$ cat src/sv/rau_pkg.sv
// rau_pkg: shared types and codes for the rational arithmetic unit.
// Holds the command codes, relation codes and the transaction payload structs.
// No dependencies.
`timescale 1ns / 1ps

package rau_pkg;

    localparam int IN_W  = 16;
    localparam int NUM_W = 33;
    localparam int DEN_W = 31;

    typedef enum logic [2:0] {
        CMD_ADD = 3'd0,
        CMD_SUB = 3'd1,
        CMD_MUL = 3'd2,
        CMD_DIV = 3'd3,
        CMD_NEG = 3'd4,
        CMD_CMP = 3'd5
    } t_cmd;

    localparam logic [1:0] REL_EQ = 2'd0;
    localparam logic [1:0] REL_LT = 2'd1;
    localparam logic [1:0] REL_GT = 2'd2;

    typedef struct packed {
        logic [2:0]             command;
        logic signed [IN_W-1:0] num_a;
        logic signed [IN_W-1:0] den_a;
        logic signed [IN_W-1:0] num_b;
        logic signed [IN_W-1:0] den_b;
    } t_in_item;

    typedef struct packed {
        logic signed [NUM_W-1:0] num_out;
        logic [DEN_W-1:0]        den_out;
        logic [1:0]              relation;
        logic                    error;
    } t_out_item;

endpackage

$ cat src/sv/rau_front.sv
// rau_front: accepts transactions, normalizes signs, forms the cross-products
// with one shared multiplier and classifies the command. Uses rau_pkg.
`timescale 1ns / 1ps

module rau_front #(
    parameter int W = 16
) (
    input  logic                i_clk,
    input  logic                i_rst_n,
    input  logic                i_valid,
    output logic                o_ready,
    input  rau_pkg::t_in_item   i_data,
    output logic                o_push,
    output logic [4*W+3:0]      o_entry,
    input  logic                i_full
);
    import rau_pkg::*;

    localparam int U  = 2 * W;
    localparam int PW = 2 * W + 2;

    typedef enum logic [2:0] {
        F_IDLE = 3'b001,
        F_MUL  = 3'b010,
        F_PUSH = 3'b100
    } t_fstate;

    typedef struct packed {
        logic         neg;
        logic [U-1:0] mag;
        logic [U-1:0] den;
        logic [1:0]   rel;
        logic         err;
    } t_entry;

    t_fstate r_state, n_state;
    logic [1:0] r_step;
    logic [2:0] r_cmd;
    logic signed [W:0] r_pa, r_qa, r_pb, r_qb;
    logic signed [PW-1:0] r_l, r_r, r_qq, r_pp;

    logic [IN_W+W-1:0] ext_pa, ext_qa, ext_pb, ext_qb;
    logic signed [W:0] s_pa, s_qa, s_pb, s_qb;
    logic signed [W:0] mx, my;
    logic signed [PW-1:0] prod;
    logic qa_z, qb_z, pb_z, err, done;
    logic [1:0] rel;
    logic signed [PW-1:0] n, d;
    logic signed [PW-1:0] mag_full;
    t_entry entry;

    assign ext_pa = {{W{1'b0}}, i_data.num_a};
    assign ext_qa = {{W{1'b0}}, i_data.den_a};
    assign ext_pb = {{W{1'b0}}, i_data.num_b};
    assign ext_qb = {{W{1'b0}}, i_data.den_b};

    always_comb begin
        s_pa = {ext_pa[W-1], ext_pa[W-1:0]};
        s_qa = {ext_qa[W-1], ext_qa[W-1:0]};
        s_pb = {ext_pb[W-1], ext_pb[W-1:0]};
        s_qb = {ext_qb[W-1], ext_qb[W-1:0]};
        if (s_qa < 0) begin
            s_qa = -s_qa;
            s_pa = -s_pa;
        end
        if (s_qb < 0) begin
            s_qb = -s_qb;
            s_pb = -s_pb;
        end
    end

    always_comb begin
        case (r_step)
            2'd0:    begin mx = r_pa; my = r_qb; end
            2'd1:    begin mx = r_pb; my = r_qa; end
            2'd2:    begin mx = r_qa; my = r_qb; end
            default: begin mx = r_pa; my = r_pb; end
        endcase
        prod = PW'(mx * my);
    end

    always_comb begin
        qa_z = (r_qa == '0);
        qb_z = (r_qb == '0);
        pb_z = (r_pb == '0);
        if (!qa_z && !qb_z) begin
            rel = (r_l == r_r) ? REL_EQ : ((r_l < r_r) ? REL_LT : REL_GT);
        end else begin
            rel = REL_EQ;
        end
        err  = 1'b0;
        done = 1'b1;
        n    = r_l + r_r;
        d    = r_qq;
        case (r_cmd)
            CMD_ADD: begin
                err = qa_z | qb_z;
            end
            CMD_SUB: begin
                err = qa_z | qb_z;
                n   = r_l - r_r;
            end
            CMD_MUL: begin
                err = qa_z | qb_z;
                n   = r_pp;
            end
            CMD_DIV: begin
                err = qa_z | qb_z | pb_z;
                n   = r_l;
                d   = r_r;
                if (r_r < 0) begin
                    n = -r_l;
                    d = -r_r;
                end
            end
            CMD_NEG: begin
                err = qa_z;
                n   = -PW'(r_pa);
                d   = PW'(r_qa);
            end
            CMD_CMP: begin
                err  = qa_z | qb_z;
                done = 1'b0;
            end
            default: begin
                err  = 1'b1;
                done = 1'b0;
            end
        endcase
        if (err || !done) begin
            n = '0;
            d = PW'(1);
        end
        mag_full  = (n < 0) ? -n : n;
        entry.neg = (n < 0);
        entry.mag = mag_full[U-1:0];
        entry.den = d[U-1:0];
        entry.rel = rel;
        entry.err = err;
    end

    assign o_ready = (r_state == F_IDLE);
    assign o_push  = (r_state == F_PUSH) && !i_full;
    assign o_entry = entry;

    always_comb begin
        n_state = r_state;
        case (r_state)
            F_IDLE:  if (i_valid) n_state = F_MUL;
            F_MUL:   if (r_step == 2'd3) n_state = F_PUSH;
            F_PUSH:  if (!i_full) n_state = F_IDLE;
            default: n_state = F_IDLE;
        endcase
    end

    always_ff @(posedge i_clk) begin
        if (!i_rst_n) begin
            r_state <= F_IDLE;
        end else begin
            r_state <= n_state;
        end
    end

    always_ff @(posedge i_clk) begin
        if (r_state == F_IDLE && i_valid) begin
            r_pa   <= s_pa;
            r_qa   <= s_qa;
            r_pb   <= s_pb;
            r_qb   <= s_qb;
            r_cmd  <= i_data.command;
            r_step <= 2'd0;
        end else if (r_state == F_MUL) begin
            r_step <= r_step + 2'd1;
            case (r_step)
                2'd0:    r_l  <= prod;
                2'd1:    r_r  <= prod;
                2'd2:    r_qq <= prod;
                default: r_pp <= prod;
            endcase
        end
    end

endmodule

$ cat src/sv/rau_queue.sv
// rau_queue: two-entry queue between the front and back parts.
// Generic payload vector; no dependencies.
`timescale 1ns / 1ps

module rau_queue #(
    parameter int DW = 8
) (
    input  logic          i_clk,
    input  logic          i_rst_n,
    input  logic          i_push,
    input  logic [DW-1:0] i_data,
    output logic          o_full,
    output logic          o_valid,
    output logic [DW-1:0] o_data,
    input  logic          i_pop
);
    logic [DW-1:0] r_mem [2];
    logic r_wp, r_rp;
    logic [1:0] r_cnt;

    assign o_full  = (r_cnt == 2'd2);
    assign o_valid = (r_cnt != 2'd0);
    assign o_data  = r_mem[r_rp];

    always_ff @(posedge i_clk) begin
        if (!i_rst_n) begin
            r_wp  <= 1'b0;
            r_rp  <= 1'b0;
            r_cnt <= 2'd0;
        end else begin
            if (i_push) r_wp <= ~r_wp;
            if (i_pop)  r_rp <= ~r_rp;
            case ({i_push, i_pop})
                2'b10:   r_cnt <= r_cnt + 2'd1;
                2'b01:   r_cnt <= r_cnt - 2'd1;
                default: r_cnt <= r_cnt;
            endcase
        end
    end

    always_ff @(posedge i_clk) begin
        if (i_push) r_mem[r_wp] <= i_data;
    end

endmodule

$ cat src/sv/rau_back.sv
// rau_back: reduces each queued fraction by binary GCD and two restoring
// divisions on one shared divider, then holds the result. Uses rau_pkg.
`timescale 1ns / 1ps

module rau_back #(
    parameter int W = 16
) (
    input  logic                i_clk,
    input  logic                i_rst_n,
    input  logic                i_valid,
    output logic                o_pop,
    input  logic [4*W+3:0]      i_entry,
    output logic                o_valid,
    input  logic                i_ready,
    output rau_pkg::t_out_item  o_data
);
    import rau_pkg::*;

    localparam int U   = 2 * W;
    localparam int KW  = $clog2(U + 1);
    localparam int CW  = $clog2(U);
    localparam int XW  = (U + 1 > NUM_W) ? U + 1 : NUM_W;
    localparam int DXW = (U > DEN_W) ? U : DEN_W;

    typedef enum logic [5:0] {
        B_IDLE = 6'b000001,
        B_TZ   = 6'b000010,
        B_GCD  = 6'b000100,
        B_DIVN = 6'b001000,
        B_DIVD = 6'b010000,
        B_OUT  = 6'b100000
    } t_bstate;

    typedef struct packed {
        logic         neg;
        logic [U-1:0] mag;
        logic [U-1:0] den;
        logic [1:0]   rel;
        logic         err;
    } t_entry;

    t_bstate r_state;
    t_entry entry;
    logic [U-1:0] r_a, r_b, r_g, r_mag, r_den, r_nq, r_quo, r_rem;
    logic [KW-1:0] r_k;
    logic [CW-1:0] r_cnt;
    logic r_neg, r_err;
    logic [1:0] r_rel;
    logic r_ovalid;
    t_out_item r_out;

    logic [U:0] rem_sh, diff;
    logic [U-1:0] quo_nx, rem_nx;
    logic [XW-1:0] nz, nv;
    logic [DXW-1:0] dz;
    logic load_out;

    assign entry = i_entry;
    assign o_pop = (r_state == B_IDLE) && i_valid;
    assign load_out = (r_state == B_OUT) && (!r_ovalid || i_ready);
    assign o_valid = r_ovalid;
    assign o_data  = r_out;

    always_comb begin
        rem_sh = {r_rem, r_quo[U-1]};
        diff   = rem_sh - {1'b0, r_g};
        quo_nx = {r_quo[U-2:0], ~diff[U]};
        rem_nx = diff[U] ? rem_sh[U-1:0] : diff[U-1:0];
        nz     = XW'(r_nq);
        nv     = r_neg ? -nz : nz;
        dz     = DXW'(r_quo);
    end

    always_ff @(posedge i_clk) begin
        if (!i_rst_n) begin
            r_state  <= B_IDLE;
            r_ovalid <= 1'b0;
        end else begin
            if (load_out) begin
                r_ovalid <= 1'b1;
            end else if (i_ready) begin
                r_ovalid <= 1'b0;
            end
            case (r_state)
                B_IDLE: if (i_valid) r_state <= B_TZ;
                B_TZ:   if (r_a[0] || r_b[0]) r_state <= B_GCD;
                B_GCD:  if (r_a == '0) r_state <= B_DIVN;
                B_DIVN: if (r_cnt == '0) r_state <= B_DIVD;
                B_DIVD: if (r_cnt == '0) r_state <= B_OUT;
                B_OUT:  if (load_out) r_state <= B_IDLE;
                default: r_state <= B_IDLE;
            endcase
        end
    end

    always_ff @(posedge i_clk) begin
        case (r_state)
            B_IDLE: begin
                r_a   <= entry.mag;
                r_b   <= entry.den;
                r_mag <= entry.mag;
                r_den <= entry.den;
                r_neg <= entry.neg;
                r_rel <= entry.rel;
                r_err <= entry.err;
                r_k   <= '0;
            end
            B_TZ: begin
                if (!r_a[0] && !r_b[0]) begin
                    r_a <= r_a >> 1;
                    r_b <= r_b >> 1;
                    r_k <= r_k + KW'(1);
                end
            end
            B_GCD: begin
                if (r_a == '0) begin
                    r_g   <= r_b << r_k;
                    r_quo <= r_mag;
                    r_rem <= '0;
                    r_cnt <= CW'(U - 1);
                end else if (!r_a[0]) begin
                    r_a <= r_a >> 1;
                end else if (!r_b[0]) begin
                    r_b <= r_b >> 1;
                end else if (r_a >= r_b) begin
                    r_a <= (r_a - r_b) >> 1;
                end else begin
                    r_b <= (r_b - r_a) >> 1;
                end
            end
            B_DIVN: begin
                if (r_cnt == '0) begin
                    r_nq  <= quo_nx;
                    r_quo <= r_den;
                    r_rem <= '0;
                    r_cnt <= CW'(U - 1);
                end else begin
                    r_cnt <= r_cnt - CW'(1);
                    r_quo <= quo_nx;
                    r_rem <= rem_nx;
                end
            end
            B_DIVD: begin
                r_cnt <= r_cnt - CW'(1);
                r_quo <= quo_nx;
                r_rem <= rem_nx;
            end
            default: begin
                r_k <= r_k;
            end
        endcase
        if (load_out) begin
            r_out.num_out  <= nv[NUM_W-1:0];
            r_out.den_out  <= dz[DEN_W-1:0];
            r_out.relation <= r_rel;
            r_out.error    <= r_err;
        end
    end

endmodule

$ cat src/sv/rational_arithmetic_unit.sv
// rational_arithmetic_unit: exact fraction arithmetic with GCD reduction.
// Front: one shared multiplier forms four products per transaction.
// Back: per transaction, a binary GCD loop and two 2*OPERAND_WIDTH-step
// restoring divisions. A two-entry queue decouples both.
// Synchronous active-low reset clears control state, queue and output valid.
`timescale 1ns / 1ps

module rational_arithmetic_unit #(
    parameter int OPERAND_WIDTH = 16
) (
    input  logic                i_clk,
    input  logic                i_rst_n,
    input  logic                i_valid,
    output logic                o_ready,
    input  rau_pkg::t_in_item   i_data,
    output logic                o_valid,
    input  logic                i_ready,
    output rau_pkg::t_out_item  o_data
);
    import rau_pkg::*;

    localparam int EW = 4 * OPERAND_WIDTH + 4;

    logic q_push, q_full, q_valid, q_pop;
    logic [EW-1:0] q_in, q_out;

    rau_front #(.W(OPERAND_WIDTH)) u_front (
        .i_clk   (i_clk),
        .i_rst_n (i_rst_n),
        .i_valid (i_valid),
        .o_ready (o_ready),
        .i_data  (i_data),
        .o_push  (q_push),
        .o_entry (q_in),
        .i_full  (q_full)
    );

    rau_queue #(.DW(EW)) u_queue (
        .i_clk   (i_clk),
        .i_rst_n (i_rst_n),
        .i_push  (q_push),
        .i_data  (q_in),
        .o_full  (q_full),
        .o_valid (q_valid),
        .o_data  (q_out),
        .i_pop   (q_pop)
    );

    rau_back #(.W(OPERAND_WIDTH)) u_back (
        .i_clk   (i_clk),
        .i_rst_n (i_rst_n),
        .i_valid (q_valid),
        .o_pop   (q_pop),
        .i_entry (q_out),
        .o_valid (o_valid),
        .i_ready (i_ready),
        .o_data  (o_data)
    );

    a_err_zero: assert property (@(posedge i_clk) disable iff (!i_rst_n)
        o_valid && o_data.error |-> o_data.num_out == '0 && o_data.den_out == DEN_W'(1))
        else $error("error result not 0/1");

    a_rel_code: assert property (@(posedge i_clk) disable iff (!i_rst_n)
        o_valid |-> o_data.relation != 2'd3)
        else $error("bad relation code");

    a_no_push_full: assert property (@(posedge i_clk) disable iff (!i_rst_n)
        q_full |-> !q_push)
        else $error("push into full queue");

    a_no_pop_empty: assert property (@(posedge i_clk) disable iff (!i_rst_n)
        q_pop |-> q_valid)
        else $error("pop from empty queue");

endmodule

$ cat config.mk
export PLATFORM = sky130hd
export DESIGN_NAME = rational_arithmetic_unit
export DESIGN_NICKNAME = d
export VERILOG_FILES = /design/src/sv/rau_pkg.sv /design/src/sv/rau_front.sv /design/src/sv/rau_queue.sv /design/src/sv/rau_back.sv /design/src/sv/rational_arithmetic_unit.sv
export SDC_FILE = /design/constraint.sdc
export NUM_CORES = 2
export LEC_CHECK = 0
export ABC_CLOCK_PERIOD_IN_PS = 13860
export BUFFER_PORTS_ARGS = -buffer_cell sky130_fd_sc_hd__clkbuf_2
export CAP_MARGIN = 20
export CORE_UTILIZATION = 56
export DETAILED_ROUTE_END_ITERATION = 8
export PLACE_DENSITY = 0.85
export SLEW_MARGIN = 25
export SYNTH_ARGS = -nofsm -noshare
export SYNTH_HDL_FRONTEND = slang
export SYNTH_SLANG_ARGS = --single-unit
$ cat constraint.sdc
create_clock -name i_clk -period 13.86 [get_ports i_clk]
set_input_delay 2.079 -clock i_clk [delete_from_list [all_inputs] [get_ports i_clk]]
set_output_delay 2.079 -clock i_clk [all_outputs]
set_load 0.02 [all_outputs]
==> results.md <==
- Summing the areas of all compound-gate instances in the mapped netlist gives 15.4% of the synthesized area.
- The total setup violations reported at the end of the flow is 0.
- The clock arrives with 0.0500 ns of skew.
- The synthesized netlist devotes 17.9% of its cell area to adder and majority cells.
- Counting cells, the worst reg-to-reg path comes to 27.
- The min-delay analysis places its worst path in the category flop to flop.
- The I/O pin count is 140.
- The maximum buffer depth of the clock tree is 3.
- The path with the worst hold slack has its endpoint at u_back.o_data[1].
- After synthesis, the share of flip-flops with an asynchronous set or reset is 0%.
- The die covers 94200 um^2.
- The clock net in this run drives a total of 695 sinks.
- In this run the critical register-to-register path is launched from u_front.r_step[0].
- The multi-input logic area is 28400 um^2.
- For this configuration, the core starts out at a cell density of 56.6%.
- After synthesis the cells add up to 52100 um^2.
- The tree is rooted in a clkbuf_16.
- The clock tree from TritonCTS is done.
- The synthesized netlist devotes 5.75% of its cell area to XOR and XNOR gates.
- For this run the aggregate overflow at the end of global routing stands at 0.
- Setup repair after global routing left no endpoint under its margin.
- The share of final-layout standard cells stronger than drive strength 1 is 9.30%.
- The predominant post-synthesis flop cell is edfxtp_1.
- The type of destination of the critical path is a flop.
- The clock input transition at the sequential cells of the worst setup and hold paths is 0.06 ns.
- For the pin with the worst max-slew slack, the measured transition is 1.11 ns.
- After detailed routing, the average wire length per cell comes to 22.8 um.
- Gates resized during post-CTS repair numbered 0.
- The worst register-to-register path ends at u_front.r_pp[33].
- After filler insertion, the fill cell instance count of the layout stands at 7310.
- The largest single stage delay on the critical path is 0.74 ns.
- The synthesized area divided by synthesized cell count is 10.3 um^2.
- The number of hold-slack violations in the final timing report is 0.
- The flow ran to the end, and the final reports show no timing, DRC or antenna violations.
- The area share of the largest cell type after synthesis is 39.1%.
- The detailed router finished its first iteration with 4493 violations.
- The number of flops mapped to enable cells by yosys is 678.
- By area, the combinational part of the netlist is dominated by adder cells.
- The data arrival at the endpoint of the critical path is 9.34 ns.
- Input and output buffers added on the ports amount to 139.
- Sequential cells were found to cover 39.8% of the synthesized design area.
- The buffers plus inverters on the worst setup path is 4.
- The number of warnings issued by yosys is 0.
- The simple-gate share of the synthesized area is 11.8%.
- Along the worst hold path, the cell count comes to 0.
- The tool flagged a number of max-cap violations equal to 0.
- In this design, the largest share of critical-path delay is due to adder cells.
- The most prevalent standard cell on the critical path is fa_1.
- The last weighted congestion value of the routability-driven placer is 0.972.
- The first detailed-routing pass ran for 7 iterations.
- The die span in x is 307 um.
- Counting flops and latches in the post-synthesis netlist gives 695.
- The start point of the worst hold path is u_back.r_rel[0].
- The post-route minimum period is 8.97 ns.
- The sequential cells in the finished layout cover a total of 20700 um^2.
- In the routed design, unresolved DRC markers number 0.
- STA puts the critical path data required time at 14.23 ns.
- In this run the worst path has a maximum fanout of 19.
- The total wire length is 146 mm.
- The die is 307 um tall.
- edfxtp_1 takes more of the synthesized area than any other cell.
- After clock tree synthesis, the setup repair step added 0 buffers.
- Headroom to the max-slew limit came out at 25.9%.
- TritonCTS created 76 clock buffers.
- The minimum setup slack among reg-to-reg paths is 4.89 ns.
- Dividing the detail-routed via count by the number of cells gives 6.27.
- The combined global-route utilization of all metal layers is 31.0%.
- For this design, the slowest cell found on the critical path is a221oi_1.
- The post-cts hold buffer count is 0.
- The max-slew violation total from the final report is 0.
- The final total negative setup slack is 0 ns.
- Entering global routing, the biggest net connects 74 pins.
- The HPWL after detailed placement is 112 mm.
- For this run, the top clock speed supported by timing is 111 MHz.
- The antenna violation net count after detailed routing is 0.
- The netlist uses 90 different library cells.
- In the post-synthesis netlist, the biggest area contributors are edfxtp_1, fa_1, ha_1, xnor2_1, inv_1.
- After synthesis, the share of cell area in mux cells is 3.35%.
- The first-pass GRT wire length is 226 mm.
- The total number of nets in the final design is 5751.
- The detailed-route via count is 40200.
- The clock latency of the later-clocked register in the worst-skew pair is 0.68 ns.
- Relative to the synthesized area, the layout overhead comes to 8.39%.
- The standard-cell row count is 111.
- By startpoint and endpoint, the worst setup path is classified as flop to flop.
- The H-tree was split into 3 levels.
- STA classifies the critical path startpoint as a flop.
- The placeable core area is 91900 um^2.
- The number of antenna violations at the first check in global routing came to 1.
- The worst path uses 64.7% of the clock period.
- After technology mapping, the gate count stands at 5072.
- The via count of the first global-routing pass is 39500.
==> cells in the final DEF (no fill, tap or decap), types with 55 or more instances in the layout <==
cell       instances
mux2_2            78
nand2_1          382
buf_4             61
nand2b_1          55
a21oi_1          273
edfxtp_1         678
clkbuf_16         77
a22oi_1          110
nor3_1            55
ha_1             265
xnor2_1          264
nor2_1           382
o21ai_0          256
inv_1            591
xor2_1            75
clkbuf_2         139
o31ai_1           56
a21o_1           103
fa_1             301
nand3_1           68
==> metrics by stage <==
| step | hold WS [ns] | cell area, um^2 | std cells | setup WS [ns] | utilization, % |
|---|---|---|---|---|---|
| after floorplan | 0.400 | 52100 | 5073 | 3.89 | - |
| after global routing | 0.428 | 56400 | 6417 | 4.38 | 61.4 |
| after CTS | 0.420 | 56400 | 6416 | 4.94 | 61.4 |
| final | 0.420 | 56400 | 6421 | 4.89 | 61.4 |
| after detailed placement | 0.406 | 54000 | 6278 | 4.95 | 58.7 |
| after global placement | 0.404 | 54000 | 6278 | 5.13 | 58.7 |
==> worst register-to-register path, stage by stage (launching register included) <==
cell and delay, ns:
dfxtp_1 0.36, inv_1 0.11, ha_1 0.57, or2_2 0.43, a22oi_1 0.15, o21ai_1 0.73
nand2_1 0.17, fa_1 0.53, fa_1 0.58, fa_1 0.46, fa_1 0.55, inv_1 0.05
fa_1 0.47, inv_1 0.05, fa_1 0.47, inv_1 0.04, ha_1 0.34, a21o_1 0.18
a21o_1 0.17, a221oi_1 0.74, a211oi_1 0.24, nor4_1 0.33, a211oi_1 0.12, a21oi_1 0.22
o21ai_0 0.15, a21o_1 0.20, a21oi_1 0.17, xnor2_1 0.12
==> registers in the layout, summed over array words and instances (netlist names), 32 cells and up, named ones only <==
name and count:
u_queue.r_mem 136, u_back.r_rem 32, u_back.r_den 32, u_back.r_a 32
u_front.r_r 34, u_front.r_l 34, u_front.r_qq 32, u_back.r_mag 32
u_back.r_b 32, u_back.dz 32, u_back.r_nq 32, u_back.r_g 32
u_back.o_data 67, u_front.r_pp 33
==> kinds of logic (layout without fill, tap and decap cells) <==
family / Yosys count / in the layout
adders and majority gates: 566 / 566
muxes: 137 / 137
xor gates and xnor gates: 342 / 342
DFF: 695 / 695
buffers and inverters: 834 / 935
and+or+nand+nor: 1289 / 1289
other: 1 / 6
AOI/OAI and AO/OA: 1208 / 1208
==> how the worst max path moves through the flow <==
stage	from	to	slack (ns)	cells past startpoint
4_1_cts	u_front.r_step[0]	u_front.r_pp[33]	4.94	27
3_3_place_gp	u_front.r_step[0]	u_front.r_l[33]	5.13	27
6_report	u_front.r_step[0]	u_front.r_pp[33]	4.89	27
2_1_floorplan	u_back.r_state[5]	u_back.r_b[10]	3.89	6
3_5_place_dp	u_front.r_step[0]	u_front.r_pp[33]	4.95	27
5_1_grt	u_front.r_step[0]	u_front.r_l[33]	4.38	27
==> synth_stat cells (24+ instances only) <==
| cell type | n |
|---|---|
| a31oi_1 | 25 |
| ha_1 | 265 |
| a222oi_1 | 34 |
| fa_1 | 301 |
| xnor2_1 | 267 |
| inv_1 | 592 |
| and3_1 | 24 |
| or4_1 | 27 |
| a221oi_1 | 34 |
| clkbuf_1 | 213 |
| edfxtp_1 | 678 |
| a22oi_1 | 110 |
| nor3_1 | 57 |
| o22ai_1 | 25 |
| nor2b_1 | 38 |
| o31ai_1 | 56 |
| nand4_1 | 38 |
| a211oi_1 | 48 |
| nand2b_1 | 56 |
| mux2i_1 | 37 |
| o21a_1 | 38 |
| and2_1 | 38 |
| or3_1 | 50 |
| nor2_1 | 386 |
| nand3_1 | 68 |
| nor4_1 | 42 |
| a21oi_1 | 274 |
| nand2_1 | 384 |
| a21o_1 | 103 |
| xor2_1 | 75 |
| o21ai_0 | 259 |
| mux2_2 | 78 |
| or2_2 | 26 |
==> final cells by class <==
cell class	count	area share, %
multi-input cells	3544	50.2
diodes	4	0.0177
well taps	1243	2.76
clock buffers	100	3.64
inverters	596	3.96
clock inverters	38	0.634
flip-flops and latches	695	36.7
repair buffers	201	2.07
==> routing by layer <==
| layer | global-route usage (%) | wire length (um) | part of all wire (%) | vias up |
|---|---|---|---|---|
| li1 | - | - | - | 18100 |
| met1 | 38.1 | 55700 | 38 | 19600 |
| met2 | 52.4 | 70400 | 48 | 2026 |
| met3 | 5.20 | 12000 | 8.2 | 462 |
| met4 | 16.2 | 8410 | 5.7 | 0 |
| met5 | 0 | 0 | 0 | - |
Power is not shown: default switching activity piles up to over one toggle a cycle in this logic, so the estimate is an artifact.
